==> src/isc_pkg.sv <==
package isc_pkg;

	localparam int SAMPLE_W    = 16;
	localparam int TIME_W      = 32;
	localparam int VALUE_W     = 16;
	localparam int MODE_W      = 2;
	localparam int CFG_INDEX_W = 3;
	localparam int CFG_DATA_W  = 16;

	localparam int ALPHA_FRACTION_BITS_DEF  = 16;
	localparam int MEMORY_FRACTION_BITS_DEF = 8;

	// shared divider: 32-bit products over 16-bit divisors
	localparam int DIV_DIVIDEND_W     = 32;
	localparam int DIV_DIVISOR_W      = 16;
	localparam int DIV_BITS_PER_CYCLE = 2;

	typedef enum logic [MODE_W-1:0] {
		DIG_PASS    = 2'd0,
		DIG_COMPARE = 2'd1,
		DIG_SCHMITT = 2'd2
	} digital_mode_t;

	typedef enum logic [MODE_W-1:0] {
		SMOOTH_NONE     = 2'd0,
		SMOOTH_LOWPASS  = 2'd1,
		SMOOTH_DEBOUNCE = 2'd2
	} smoothing_mode_t;

	typedef enum logic [CFG_INDEX_W-1:0] {
		REG_DIGITAL_MODE      = 3'd0,
		REG_SMOOTHING_MODE    = 3'd1,
		REG_THRESHOLD_HIGH    = 3'd2,
		REG_THRESHOLD_LOW     = 3'd3,
		REG_SMOOTHING_ALPHA   = 3'd4,
		REG_DEBOUNCE_DELAY_MS = 3'd5,
		REG_DEBOUNCE_LEVELS   = 3'd6,
		REG_FULL_SCALE        = 3'd7
	} cfg_reg_t;

	typedef enum logic [1:0] {
		MUL_ALPHA_MEM  = 2'd0,
		MUL_BETA_VALUE = 2'd1,
		MUL_VALUE_TOP  = 2'd2,
		MUL_CUR_FS     = 2'd3
	} mul_sel_t;

	typedef enum logic {
		DIV_BY_FULL_SCALE = 1'b0,
		DIV_BY_TOP        = 1'b1
	} div_sel_t;

	typedef enum logic [3:0] {
		ST_IDLE,
		ST_DIGITAL,
		ST_PASS,
		ST_LP_MUL_A,
		ST_LP_MUL_B,
		ST_LP_SUM,
		ST_DB_MUL_LV,
		ST_DB_DIV_LV,
		ST_DB_WAIT_LV,
		ST_DB_UPDATE,
		ST_DB_MUL_OUT,
		ST_DB_DIV_OUT,
		ST_DB_WAIT_OUT,
		ST_DB_RESULT,
		ST_FINISH
	} state_t;

	typedef struct packed {
		logic     load_in;
		logic     digital;
		logic     pass_write;
		logic     mul_en;
		mul_sel_t mul_sel;
		logic     lp_write;
		logic     div_start;
		div_sel_t div_sel;
		logic     db_update;
		logic     db_result;
		logic     load_out;
	} cmd_t;

	typedef struct packed {
		logic [MODE_W-1:0] smoothing_mode;
		logic              div_busy;
	} status_t;

endpackage

==> src/isc_sample_if.sv <==
interface isc_sample_if;
	logic                             valid;
	logic                             ready;
	logic [isc_pkg::SAMPLE_W-1:0]     sample;
	logic [isc_pkg::TIME_W-1:0]       now_ms;

	modport source (output valid, output sample, output now_ms, input ready);
	modport sink (input valid, input sample, input now_ms, output ready);
endinterface

==> src/isc_result_if.sv <==
interface isc_result_if;
	logic                          valid;
	logic                          ready;
	logic [isc_pkg::VALUE_W-1:0]   conditioned_value;
	logic [isc_pkg::VALUE_W-1:0]   accepted_level;
	logic                          changed;
	logic                          rose;
	logic                          fell;

	modport source (output valid, output conditioned_value, output accepted_level,
		output changed, output rose, output fell, input ready);
	modport sink (input valid, input conditioned_value, input accepted_level,
		input changed, input rose, input fell, output ready);
endinterface

==> src/isc_cfg_if.sv <==
interface isc_cfg_if;
	logic                              valid;
	logic                              ready;
	logic [isc_pkg::CFG_INDEX_W-1:0]   index;
	logic [isc_pkg::CFG_DATA_W-1:0]    data;

	modport source (output valid, output index, output data, input ready);
	modport sink (input valid, input index, input data, output ready);
endinterface

==> src/isc_divider.sv <==
module isc_divider (
	input  logic                                  clk,
	input  logic                                  arst_n,
	input  logic                                  start,
	input  logic [isc_pkg::DIV_DIVIDEND_W-1:0]    dividend,
	input  logic [isc_pkg::DIV_DIVISOR_W-1:0]     divisor,
	output logic [isc_pkg::DIV_DIVIDEND_W-1:0]    quotient,
	output logic                                  busy
);

	localparam int DW     = isc_pkg::DIV_DIVIDEND_W;
	localparam int VW     = isc_pkg::DIV_DIVISOR_W;
	localparam int STEPS  = isc_pkg::DIV_BITS_PER_CYCLE;
	localparam int CYCLES = DW / STEPS;
	localparam int CNT_W  = $clog2(CYCLES);

	logic             busy_q;
	logic [CNT_W-1:0] cnt_q;
	logic [DW-1:0]    quo_q;
	logic [VW-1:0]    rem_q;
	logic [VW-1:0]    div_q;

	logic [DW-1:0]    quo_next;
	logic [VW-1:0]    rem_next;
	logic [VW:0]      trial;

	// restoring division, a few quotient bits per cycle; dividend shifts out as quotient shifts in
	always_comb begin
		quo_next = quo_q;
		rem_next = rem_q;
		trial    = '0;
		for (int i = 0; i < STEPS; i++) begin
			trial    = {rem_next, quo_next[DW-1]};
			quo_next = {quo_next[DW-2:0], 1'b0};
			if (trial >= {1'b0, div_q}) begin
				rem_next    = VW'(trial - {1'b0, div_q});
				quo_next[0] = 1'b1;
			end else begin
				rem_next = trial[VW-1:0];
			end
		end
	end

	always_ff @(posedge clk or negedge arst_n) begin
		if (!arst_n) begin
			busy_q <= 1'b0;
			cnt_q  <= '0;
		end else if (start) begin
			busy_q <= 1'b1;
			cnt_q  <= '0;
		end else if (busy_q) begin
			cnt_q <= cnt_q + CNT_W'(1);
			if (cnt_q == CNT_W'(CYCLES - 1)) begin
				busy_q <= 1'b0;
			end
		end
	end

	always_ff @(posedge clk) begin
		if (start) begin
			quo_q <= dividend;
			rem_q <= '0;
			div_q <= divisor;
		end else if (busy_q) begin
			quo_q <= quo_next;
			rem_q <= rem_next;
		end
	end

	assign quotient = quo_q;
	assign busy     = busy_q;

endmodule

==> src/isc_datapath.sv <==
module isc_datapath #(
	parameter int ALPHA_FRACTION_BITS  = isc_pkg::ALPHA_FRACTION_BITS_DEF,
	parameter int MEMORY_FRACTION_BITS = isc_pkg::MEMORY_FRACTION_BITS_DEF
) (
	input  logic                               clk,
	input  logic                               arst_n,
	input  isc_pkg::cmd_t                      cmd,
	output isc_pkg::status_t                   status,
	input  logic                               cfg_write,
	input  logic [isc_pkg::CFG_INDEX_W-1:0]    cfg_index,
	input  logic [isc_pkg::CFG_DATA_W-1:0]     cfg_data,
	input  logic [isc_pkg::SAMPLE_W-1:0]       sample,
	input  logic [isc_pkg::TIME_W-1:0]         now_ms,
	output logic [isc_pkg::VALUE_W-1:0]        conditioned_value,
	output logic [isc_pkg::VALUE_W-1:0]        accepted_level,
	output logic                               changed,
	output logic                               rose,
	output logic                               fell
);

	localparam int VW     = isc_pkg::VALUE_W;
	localparam int TW     = isc_pkg::TIME_W;
	localparam int MEM_W  = VW + MEMORY_FRACTION_BITS;
	localparam int AW     = ALPHA_FRACTION_BITS + 1;
	localparam int OPA_W  = (AW > VW) ? AW : VW;
	localparam int OPB_W  = MEM_W;
	localparam int PROD_W = OPA_W + OPB_W;
	localparam int DW     = isc_pkg::DIV_DIVIDEND_W;

	// configuration registers
	logic [isc_pkg::MODE_W-1:0] digital_mode_q;
	logic [isc_pkg::MODE_W-1:0] smoothing_mode_q;
	logic [VW-1:0]              threshold_high_q;
	logic [VW-1:0]              threshold_low_q;
	logic [VW-1:0]              alpha_q;
	logic [VW-1:0]              delay_q;
	logic [VW-1:0]              levels_q;
	logic [VW-1:0]              full_scale_q;

	// filter state
	logic [MEM_W-1:0]           mem_q;
	logic [VW-1:0]              prev_level_q;
	logic [TW-1:0]              last_change_q;

	// working registers
	logic [VW-1:0]              sample_q;
	logic [TW-1:0]              now_q;
	logic [VW-1:0]              v_q;
	logic [PROD_W-1:0]          prod_q;
	logic [PROD_W-1:0]          acc_q;
	logic [VW-1:0]              cur_q;
	logic [VW-1:0]              result_q;
	logic [VW-1:0]              accepted_q;
	logic                       chg_q;
	logic                       up_q;
	logic                       down_q;

	logic [VW-1:0]              out_value_q;
	logic [VW-1:0]              out_level_q;
	logic                       out_chg_q;
	logic                       out_up_q;
	logic                       out_down_q;

	logic                       mode_write;
	logic [VW-1:0]              fs;
	logic [VW-1:0]              top;
	logic [VW-1:0]              v_next;
	logic [OPA_W-1:0]           alpha_x;
	logic [OPA_W-1:0]           one_x;
	logic [AW-1:0]              a_eff;
	logic [AW-1:0]              b_eff;
	logic [OPA_W-1:0]           opa;
	logic [OPB_W-1:0]           opb;
	logic [PROD_W-1:0]          prod_c;
	logic [PROD_W-1:0]          lp_sum;
	logic [DW-1:0]              quotient;
	logic [VW-1:0]              divisor;
	logic [VW-1:0]              lv;
	logic [VW-1:0]              cur_mem;
	logic [TW-1:0]              elapsed;
	logic                       db_accept;
	logic                       div_busy;

	assign mode_write = cfg_write &&
		(cfg_index == isc_pkg::REG_DIGITAL_MODE || cfg_index == isc_pkg::REG_SMOOTHING_MODE);

	always_ff @(posedge clk or negedge arst_n) begin
		if (!arst_n) begin
			digital_mode_q   <= isc_pkg::DIG_PASS;
			smoothing_mode_q <= isc_pkg::SMOOTH_NONE;
			threshold_high_q <= '0;
			threshold_low_q  <= '0;
			alpha_q          <= '0;
			delay_q          <= '0;
			levels_q         <= VW'(2);
			full_scale_q     <= VW'(1);
		end else if (cfg_write) begin
			case (isc_pkg::cfg_reg_t'(cfg_index))
				isc_pkg::REG_DIGITAL_MODE:      digital_mode_q   <= cfg_data[isc_pkg::MODE_W-1:0];
				isc_pkg::REG_SMOOTHING_MODE:    smoothing_mode_q <= cfg_data[isc_pkg::MODE_W-1:0];
				isc_pkg::REG_THRESHOLD_HIGH:    threshold_high_q <= cfg_data;
				isc_pkg::REG_THRESHOLD_LOW:     threshold_low_q  <= cfg_data;
				isc_pkg::REG_SMOOTHING_ALPHA:   alpha_q          <= cfg_data;
				isc_pkg::REG_DEBOUNCE_DELAY_MS: delay_q          <= cfg_data;
				isc_pkg::REG_DEBOUNCE_LEVELS:   levels_q         <= cfg_data;
				isc_pkg::REG_FULL_SCALE:        full_scale_q     <= cfg_data;
				default: ;
			endcase
		end
	end

	// zero full scale acts as one, fewer than two levels act as two
	assign fs  = (full_scale_q == '0) ? VW'(1) : full_scale_q;
	assign top = (levels_q < VW'(2)) ? VW'(1) : levels_q - VW'(1);

	always_comb begin
		case (digital_mode_q)
			isc_pkg::DIG_COMPARE: v_next = (sample_q > threshold_high_q) ? fs : '0;
			isc_pkg::DIG_SCHMITT: begin
				if (|mem_q) begin
					v_next = (sample_q >= threshold_low_q) ? fs : '0;
				end else begin
					v_next = (sample_q > threshold_high_q) ? fs : '0;
				end
			end
			default: v_next = sample_q;
		endcase
	end

	// alpha above one is taken as one
	assign alpha_x = OPA_W'(alpha_q);
	assign one_x   = OPA_W'(1) << ALPHA_FRACTION_BITS;
	assign a_eff   = AW'((alpha_x > one_x) ? one_x : alpha_x);
	assign b_eff   = (AW'(1) << ALPHA_FRACTION_BITS) - a_eff;

	always_comb begin
		case (cmd.mul_sel)
			isc_pkg::MUL_ALPHA_MEM: begin
				opa = OPA_W'(a_eff);
				opb = mem_q;
			end
			isc_pkg::MUL_BETA_VALUE: begin
				opa = OPA_W'(b_eff);
				opb = OPB_W'(v_q) << MEMORY_FRACTION_BITS;
			end
			isc_pkg::MUL_VALUE_TOP: begin
				opa = OPA_W'(v_q);
				opb = OPB_W'(top);
			end
			isc_pkg::MUL_CUR_FS: begin
				opa = OPA_W'(cur_q);
				opb = OPB_W'(fs);
			end
			default: begin
				opa = '0;
				opb = '0;
			end
		endcase
	end

	assign prod_c = opa * opb;
	assign lp_sum = acc_q + prod_q;

	assign divisor = (cmd.div_sel == isc_pkg::DIV_BY_TOP) ? top : fs;

	isc_divider u_divider (
		.clk      (clk),
		.arst_n   (arst_n),
		.start    (cmd.div_start),
		.dividend (prod_q[DW-1:0]),
		.divisor  (divisor),
		.quotient (quotient),
		.busy     (div_busy)
	);

	// debounce: saturate the level, accept it once stable for longer than the delay
	assign lv        = (quotient > DW'(top)) ? top : quotient[VW-1:0];
	assign cur_mem   = mem_q[MEM_W-1 -: VW];
	assign elapsed   = now_q - last_change_q;
	assign db_accept = (lv == prev_level_q) && (elapsed > TW'(delay_q)) && (lv != cur_mem);

	always_ff @(posedge clk or negedge arst_n) begin
		if (!arst_n) begin
			mem_q <= '0;
		end else if (mode_write) begin
			mem_q <= '0;
		end else if (cmd.pass_write) begin
			mem_q <= MEM_W'(v_q) << MEMORY_FRACTION_BITS;
		end else if (cmd.lp_write) begin
			mem_q <= lp_sum[ALPHA_FRACTION_BITS +: MEM_W];
		end else if (cmd.db_update && db_accept) begin
			mem_q <= MEM_W'(lv) << MEMORY_FRACTION_BITS;
		end
	end

	always_ff @(posedge clk or negedge arst_n) begin
		if (!arst_n) begin
			prev_level_q  <= '0;
			last_change_q <= '0;
		end else if (cmd.db_update) begin
			prev_level_q <= lv;
			if (lv != prev_level_q) begin
				last_change_q <= now_q;
			end
		end
	end

	always_ff @(posedge clk) begin
		if (cmd.load_in) begin
			sample_q <= sample;
			now_q    <= now_ms;
		end
		if (cmd.digital) begin
			v_q        <= v_next;
			accepted_q <= '0;
			chg_q      <= 1'b0;
			up_q       <= 1'b0;
			down_q     <= 1'b0;
		end
		if (cmd.mul_en) begin
			prod_q <= prod_c;
			acc_q  <= prod_q;
		end
		if (cmd.pass_write) begin
			result_q <= v_q;
		end
		if (cmd.lp_write) begin
			result_q <= lp_sum[ALPHA_FRACTION_BITS + MEMORY_FRACTION_BITS +: VW];
		end
		if (cmd.db_update) begin
			cur_q      <= db_accept ? lv : cur_mem;
			accepted_q <= db_accept ? lv : cur_mem;
			chg_q      <= db_accept;
			up_q       <= db_accept && (lv > cur_mem);
			down_q     <= db_accept && (lv < cur_mem);
		end
		if (cmd.db_result) begin
			result_q <= quotient[VW-1:0];
		end
		if (cmd.load_out) begin
			out_value_q <= result_q;
			out_level_q <= accepted_q;
			out_chg_q   <= chg_q;
			out_up_q    <= up_q;
			out_down_q  <= down_q;
		end
	end

	assign status.smoothing_mode = smoothing_mode_q;
	assign status.div_busy       = div_busy;

	assign conditioned_value = out_value_q;
	assign accepted_level    = out_level_q;
	assign changed           = out_chg_q;
	assign rose              = out_up_q;
	assign fell              = out_down_q;

endmodule

==> src/isc_ctrl.sv <==
module isc_ctrl (
	input  logic             clk,
	input  logic             arst_n,
	input  logic             in_valid,
	output logic             in_ready,
	output logic             out_valid,
	input  logic             out_ready,
	input  isc_pkg::status_t status,
	output isc_pkg::cmd_t    cmd
);

	isc_pkg::state_t state_q;
	isc_pkg::state_t state_next;
	logic            out_valid_q;
	logic            out_free;

	assign out_free = !out_valid_q || out_ready;

	always_ff @(posedge clk or negedge arst_n) begin
		if (!arst_n) begin
			state_q <= isc_pkg::ST_IDLE;
		end else begin
			state_q <= state_next;
		end
	end

	always_ff @(posedge clk or negedge arst_n) begin
		if (!arst_n) begin
			out_valid_q <= 1'b0;
		end else if (cmd.load_out) begin
			out_valid_q <= 1'b1;
		end else if (out_valid_q && out_ready) begin
			out_valid_q <= 1'b0;
		end
	end

	always_comb begin
		state_next = state_q;
		cmd        = '0;
		in_ready   = 1'b0;
		case (state_q)
			isc_pkg::ST_IDLE: begin
				in_ready = 1'b1;
				if (in_valid) begin
					cmd.load_in = 1'b1;
					state_next  = isc_pkg::ST_DIGITAL;
				end
			end
			isc_pkg::ST_DIGITAL: begin
				cmd.digital = 1'b1;
				case (status.smoothing_mode)
					isc_pkg::SMOOTH_LOWPASS:  state_next = isc_pkg::ST_LP_MUL_A;
					isc_pkg::SMOOTH_DEBOUNCE: state_next = isc_pkg::ST_DB_MUL_LV;
					default:                  state_next = isc_pkg::ST_PASS;
				endcase
			end
			isc_pkg::ST_PASS: begin
				cmd.pass_write = 1'b1;
				state_next     = isc_pkg::ST_FINISH;
			end
			isc_pkg::ST_LP_MUL_A: begin
				cmd.mul_en  = 1'b1;
				cmd.mul_sel = isc_pkg::MUL_ALPHA_MEM;
				state_next  = isc_pkg::ST_LP_MUL_B;
			end
			isc_pkg::ST_LP_MUL_B: begin
				cmd.mul_en  = 1'b1;
				cmd.mul_sel = isc_pkg::MUL_BETA_VALUE;
				state_next  = isc_pkg::ST_LP_SUM;
			end
			isc_pkg::ST_LP_SUM: begin
				cmd.lp_write = 1'b1;
				state_next   = isc_pkg::ST_FINISH;
			end
			isc_pkg::ST_DB_MUL_LV: begin
				cmd.mul_en  = 1'b1;
				cmd.mul_sel = isc_pkg::MUL_VALUE_TOP;
				state_next  = isc_pkg::ST_DB_DIV_LV;
			end
			isc_pkg::ST_DB_DIV_LV: begin
				cmd.div_start = 1'b1;
				cmd.div_sel   = isc_pkg::DIV_BY_FULL_SCALE;
				state_next    = isc_pkg::ST_DB_WAIT_LV;
			end
			isc_pkg::ST_DB_WAIT_LV: begin
				if (!status.div_busy) begin
					state_next = isc_pkg::ST_DB_UPDATE;
				end
			end
			isc_pkg::ST_DB_UPDATE: begin
				cmd.db_update = 1'b1;
				state_next    = isc_pkg::ST_DB_MUL_OUT;
			end
			isc_pkg::ST_DB_MUL_OUT: begin
				cmd.mul_en  = 1'b1;
				cmd.mul_sel = isc_pkg::MUL_CUR_FS;
				state_next  = isc_pkg::ST_DB_DIV_OUT;
			end
			isc_pkg::ST_DB_DIV_OUT: begin
				cmd.div_start = 1'b1;
				cmd.div_sel   = isc_pkg::DIV_BY_TOP;
				state_next    = isc_pkg::ST_DB_WAIT_OUT;
			end
			isc_pkg::ST_DB_WAIT_OUT: begin
				if (!status.div_busy) begin
					state_next = isc_pkg::ST_DB_RESULT;
				end
			end
			isc_pkg::ST_DB_RESULT: begin
				cmd.db_result = 1'b1;
				state_next    = isc_pkg::ST_FINISH;
			end
			isc_pkg::ST_FINISH: begin
				// hold until the output register is free
				if (out_free) begin
					cmd.load_out = 1'b1;
					state_next   = isc_pkg::ST_IDLE;
				end
			end
			default: state_next = isc_pkg::ST_IDLE;
		endcase
	end

	assign out_valid = out_valid_q;

endmodule

==> src/input_sample_conditioner.sv <==
// channel   dir  fields                                           request when
// samples   in   sample[15:0], now_ms[31:0]                       valid && ready
// results   out  conditioned_value, accepted_level, changed,      valid && ready
//                rose, fell
// cfg       in   index[2:0], data[15:0] (always ready)            valid && ready
//
// Pass, low-pass and debounce requests each step through their own states to
// the output register; the next request is taken only after that load.
// Debounce makes two runs of the shared divider (level, then remap).
// Reset is asynchronous and clears configuration and filter state; no clearing pass.
// A finished result waits in the output register while the next request is
// taken; that item completes only once the register is free.
module input_sample_conditioner #(
	parameter int ALPHA_FRACTION_BITS  = isc_pkg::ALPHA_FRACTION_BITS_DEF,
	parameter int MEMORY_FRACTION_BITS = isc_pkg::MEMORY_FRACTION_BITS_DEF
) (
	input  logic                clk,
	input  logic                arst_n,
	isc_sample_if.sink          samples,
	isc_result_if.source        results,
	isc_cfg_if.sink             cfg
);

	isc_pkg::cmd_t    cmd;
	isc_pkg::status_t status;

	assign cfg.ready = 1'b1;

	isc_ctrl u_ctrl (
		.clk       (clk),
		.arst_n    (arst_n),
		.in_valid  (samples.valid),
		.in_ready  (samples.ready),
		.out_valid (results.valid),
		.out_ready (results.ready),
		.status    (status),
		.cmd       (cmd)
	);

	isc_datapath #(
		.ALPHA_FRACTION_BITS  (ALPHA_FRACTION_BITS),
		.MEMORY_FRACTION_BITS (MEMORY_FRACTION_BITS)
	) u_datapath (
		.clk               (clk),
		.arst_n            (arst_n),
		.cmd               (cmd),
		.status            (status),
		.cfg_write         (cfg.valid),
		.cfg_index         (cfg.index),
		.cfg_data          (cfg.data),
		.sample            (samples.sample),
		.now_ms            (samples.now_ms),
		.conditioned_value (results.conditioned_value),
		.accepted_level    (results.accepted_level),
		.changed           (results.changed),
		.rose              (results.rose),
		.fell              (results.fell)
	);

endmodule

==> src/flat_wrapper.sv <==
// flat-port wrapper written by rule: the top's interface ports become plain ports
module input_sample_conditioner_flat 
#(
	parameter int ALPHA_FRACTION_BITS  = isc_pkg::ALPHA_FRACTION_BITS_DEF,
	parameter int MEMORY_FRACTION_BITS = isc_pkg::MEMORY_FRACTION_BITS_DEF
)
  (clk, arst_n, samples_valid, samples_sample, samples_now_ms, samples_ready, results_valid, results_conditioned_value, results_accepted_level, results_changed, results_rose, results_fell, results_ready, cfg_valid, cfg_index, cfg_data, cfg_ready);
  isc_sample_if samples_i ();
  isc_result_if results_i ();
  isc_cfg_if cfg_i ();
  input  logic clk;
  input  logic arst_n;
  input wire logic [$bits(samples_i.valid)-1:0] samples_valid;
  input wire logic [$bits(samples_i.sample)-1:0] samples_sample;
  input wire logic [$bits(samples_i.now_ms)-1:0] samples_now_ms;
  output wire logic [$bits(samples_i.ready)-1:0] samples_ready;
  output wire logic [$bits(results_i.valid)-1:0] results_valid;
  output wire logic [$bits(results_i.conditioned_value)-1:0] results_conditioned_value;
  output wire logic [$bits(results_i.accepted_level)-1:0] results_accepted_level;
  output wire logic [$bits(results_i.changed)-1:0] results_changed;
  output wire logic [$bits(results_i.rose)-1:0] results_rose;
  output wire logic [$bits(results_i.fell)-1:0] results_fell;
  input wire logic [$bits(results_i.ready)-1:0] results_ready;
  input wire logic [$bits(cfg_i.valid)-1:0] cfg_valid;
  input wire logic [$bits(cfg_i.index)-1:0] cfg_index;
  input wire logic [$bits(cfg_i.data)-1:0] cfg_data;
  output wire logic [$bits(cfg_i.ready)-1:0] cfg_ready;
  assign samples_i.valid = samples_valid;
  assign samples_i.sample = samples_sample;
  assign samples_i.now_ms = samples_now_ms;
  assign samples_ready = samples_i.ready;
  assign results_valid = results_i.valid;
  assign results_conditioned_value = results_i.conditioned_value;
  assign results_accepted_level = results_i.accepted_level;
  assign results_changed = results_i.changed;
  assign results_rose = results_i.rose;
  assign results_fell = results_i.fell;
  assign results_i.ready = results_ready;
  assign cfg_i.valid = cfg_valid;
  assign cfg_i.index = cfg_index;
  assign cfg_i.data = cfg_data;
  assign cfg_ready = cfg_i.ready;
  input_sample_conditioner #(.ALPHA_FRACTION_BITS(ALPHA_FRACTION_BITS), .MEMORY_FRACTION_BITS(MEMORY_FRACTION_BITS)) u_core (.clk(clk), .arst_n(arst_n), .samples(samples_i), .results(results_i), .cfg(cfg_i));
endmodule
==> config.mk <==
export PLATFORM = sky130hd
export DESIGN_NAME = input_sample_conditioner_flat
export DESIGN_NICKNAME = d
export VERILOG_FILES = /design/src/isc_pkg.sv /design/src/isc_sample_if.sv /design/src/isc_result_if.sv /design/src/isc_cfg_if.sv /design/src/isc_divider.sv /design/src/isc_datapath.sv /design/src/isc_ctrl.sv /design/src/input_sample_conditioner.sv /design/src/flat_wrapper.sv
export SDC_FILE = /design/constraint.sdc
export NUM_CORES = 2
export LEC_CHECK = 0
export ABC_AREA = 1
export BUFFER_PORTS_ARGS = -buffer_cell sky130_fd_sc_hd__buf_2
export CORE_MARGIN = 3
export CORE_UTILIZATION = 55
export DETAILED_ROUTE_END_ITERATION = 12
export MAX_ROUTING_LAYER = met4
export PLACE_DENSITY_LB_ADDON = 0.15
export SYNTH_ARGS = -nofsm -noshare
export SYNTH_HDL_FRONTEND = slang
export SYNTH_SLANG_ARGS = --single-unit
export TNS_END_PERCENT = 50
==> constraint.sdc <==
create_clock -name clk -period 20.4 [get_ports clk]
set_input_delay 2.04 -clock clk [delete_from_list [all_inputs] [get_ports clk]]
set_output_delay 2.04 -clock clk [all_outputs]
set_load 0.01 [all_outputs]
==> metrics.yaml <==
worst_setup_path:
  arrival_ns: 9.87
  cpMaxStageDelayCell: "inv_1"
  path_max_fanout: 45
  crit_required_ns: 20.77
  cpMostUsedCell: "inv_1"
  r2r.worst_path.cells: 35
  r2r_slack_ns: 10.90
  worstReg2RegEnd: "u_core.u_datapath.prod_q[32]$_DFFE_PP_"
  worstSetupEndpointType: "register"
  start_kind: "register"
  critPathKind: "register to register"
  critPathMaxStageDelay_ns: 0.68
  r2r-start: "u_core.u_ctrl.state_q[2]$_DFFE_PN0P_"
grt:
  grt_pass1_vias: 33851
  grt_pass1_wl_um: 197000
  grt_use_total_pct: 34.2
  grt_antenna_before_repair: 1
  overflow: 0
  grt_max_degree: 81
clock_network:
  clk_latency_ns: 0.64
  cts_root_buf: "clkbuf_16"
  cts_buffers: 54
  clk_pin_slew_ns: 0.07
  cts_tree: "built"
  clk_path_buf_depth: 3
  cts_hold_buffers: 0
  cts.repair.resized: 0
  clkSinkCount: 476
  post_cts_buffers: 0
  htreeDepth: 2
finish:
  final_cell_mix: "nand2_1, inv_1, nor2_1, fa_1, o21ai_0"
  layout-drive-gt1-share_pct: 6.06
  regArea_sq_um: 13200
  syn_to_final_growth_pct: 8.56
  layout_commonest_cell: "nand2_1"
  multi_input_area_sq_um: 23700
  fin_nets: 5870
  fillers: 6692
sta:
  relSlewSlack_pct: 24.9
  rsz0062_at_grt: "no"
  clock_skew_ns: 0.0621
  drv_slew: 0
  final.setup.tns_ns: 0
  hold_violations: 0
  period_minus_slack_ns: 9.50
  finalSetupViolations: 0
  period_share_pct: 46.6
  worstMarginPinSlew_ns: 1.12
  max_freq_mhz: 105
  fin_ws_ns: 10.90
logic_synthesis:
  synth_edf_count: 278
  synth_seq_cells: 476
  synth_cells: 5086
  synth_seq_area_share_pct: 32.3
  synth_area_sq_um: 40900
  yosys_warnings: 0
  synthFlopType: "edfxtp_1"
  async_flop_share_pct: 38.2
  post_synth_num_cell_types: 61
  syn_avg_cell_area_sq_um: 8.04
floorplan:
  start_util_pct: 55.8
  row_count: 99
  die-width_um: 279
  dieArea_sq_um: 77700
  core_sq_um: 73300
  num_io_pins: 110
  die_h_um: 279
min_path:
  min_path_type: "register to register"
  hp-start: "u_core.u_datapath.result_q[3]$_DFFE_PP_"
  min_path_cells: 0
  min_to: "u_core.u_datapath.conditioned_value[3]$_DFFE_PP_"
detailed_routing:
  drc: 0
  wirelength_um: 127000
  wl_per_cell_um: 20.6
  antenna_left: 0
  vias: 34216
  vias_per_cell: 5.54
  initialDrtViolationCount: 3228
  drt_pass1_iterations: 6
place:
  portBuffers: 108
  gp_congestion: 1.02
  dpl.hpwl_um: 102000
  place_ws_ns: 11.00
flow_run:
  drv_cap: 0
run_status:
  outcome: "finished clean"
## metal layers
| layer | vias to the layer above | track usage [%] | wire (um) |
|---|---|---|---|
| li1 | 16266 | - | - |
| met1 | 16440 | 42.7 | 51800 |
| met2 | 1211 | 56.3 | 60700 |
| met3 | 299 | 3.82 | 7620 |
| met4 | 0 | 15.5 | 7250 |
| met5 | - | - | 0 |
## synth_stat cells, types with 5 or more instances
library cell	number	area share, %
a21oi_1	205	2.5
inv_2	11	0.10
o21bai_1	15	0.28
or2_2	16	0.24
nand2_1	1313	12
fa_1	331	16
inv_1	928	8.5
ha_1	297	9.1
o211ai_1	9	0.17
o2111ai_1	12	0.26
xnor2_1	23	0.49
o22ai_1	23	0.35
nand3_1	229	2.8
o21a_1	13	0.24
dfxtp_1	16	0.78
edfxtp_1	278	20
o221ai_1	6	0.13
a31oi_1	20	0.31
nor3_1	26	0.32
xor2_1	64	1.4
dfrtp_1	180	11
clkinv_1	6	0.055
a221oi_1	12	0.26
a22oi_1	9	0.17
nor2_2	5	0.076
nand2_2	9	0.14
buf_2	12	0.15
nor2_1	458	4.2
o21ai_1	12	0.15
nand4_1	30	0.46
clkbuf_1	112	1.0
nor4_1	13	0.20
a21o_1	13	0.24
nand3b_1	16	0.29
a21boi_0	11	0.20
o21ai_0	315	3.9
## worst max path at each step
stage                                              start                                      to  depth (start not counted)
finish              u_core.u_ctrl.state_q[2]$_DFFE_PN0P_  u_core.u_datapath.prod_q[32]$_DFFE_PP_                         35
CTS                 u_core.u_ctrl.state_q[2]$_DFFE_PN0P_  u_core.u_datapath.prod_q[32]$_DFFE_PP_                         35
floorplan           u_core.u_ctrl.state_q[2]$_DFFE_PN0P_  u_core.u_datapath.prod_q[32]$_DFFE_PP_                         35
global route        u_core.u_ctrl.state_q[2]$_DFFE_PN0P_  u_core.u_datapath.prod_q[32]$_DFFE_PP_                         34
global placement    u_core.u_ctrl.state_q[2]$_DFFE_PN0P_  u_core.u_datapath.prod_q[32]$_DFFE_PP_                         35
detailed placement  u_core.u_ctrl.state_q[2]$_DFFE_PN0P_  u_core.u_datapath.prod_q[32]$_DFFE_PP_                         35
## sequential cells by signal (all words and copies together) (netlist names), 24 cells and up
register / cells
u_core.u_datapath.last_change_q: 32
u_core.u_datapath.acc_q: 40
u_core.u_datapath.mem_q: 24
u_core.u_datapath.now_q: 32
u_core.u_datapath.prod_q: 40
u_core.u_datapath.u_divider.quotient: 32
## worst max-delay path, delay by kind of cell (launching register included)
family | cells | cell delay [ns]
adders and majority gates | 7 | 3.54
buffers and inverters | 12 | 2.11
AOI/OAI and AO/OA | 8 | 1.75
and+or+nand+nor | 7 | 1.28
DFF | 1 | 0.43
xor gates and xnor gates | 1 | 0.08
## stage by stage
stage | hold slack (ns) | cells | instance area (sq um) | util, %
2_1_floorplan | 0.400 | 5093 | 40900 | -
3_3_place_gp | 0.402 | 6073 | 42500 | 58.0
3_5_place_dp | 0.405 | 6073 | 42500 | 58.0
4_1_cts | 0.410 | 6175 | 44400 | 60.6
5_1_grt | 0.419 | 6176 | 44400 | 60.6
6_report | 0.413 | 6176 | 44400 | 60.6
## final cells by class
class                           instances  area share (%)
Tap cell                              959            2.70
Clock inverter                         27           0.634
Antenna cell                            1         0.00563
Timing Repair Buffer                  155            2.03
Inverter                              945            7.99
Sequential cell                       476            29.8
Multi-Input combinational cell       3538            53.3
Clock buffer                           75            3.59
## cells by family after synthesis
logic type | after synthesis | synth area share [%]
fa+ha+maj | 628 | 25.3
flops | 476 | 32.3
compound gates | 689 | 9.41
xor+xnor | 87 | 1.86
simple gates | 2125 | 21.1
buf+inv | 1079 | 10.0
other cells | 2 | 0.0184
Power is left out: the tool's default activity adds up to more than one toggle a clock period on the data nets, which glitch-free logic cannot reach.
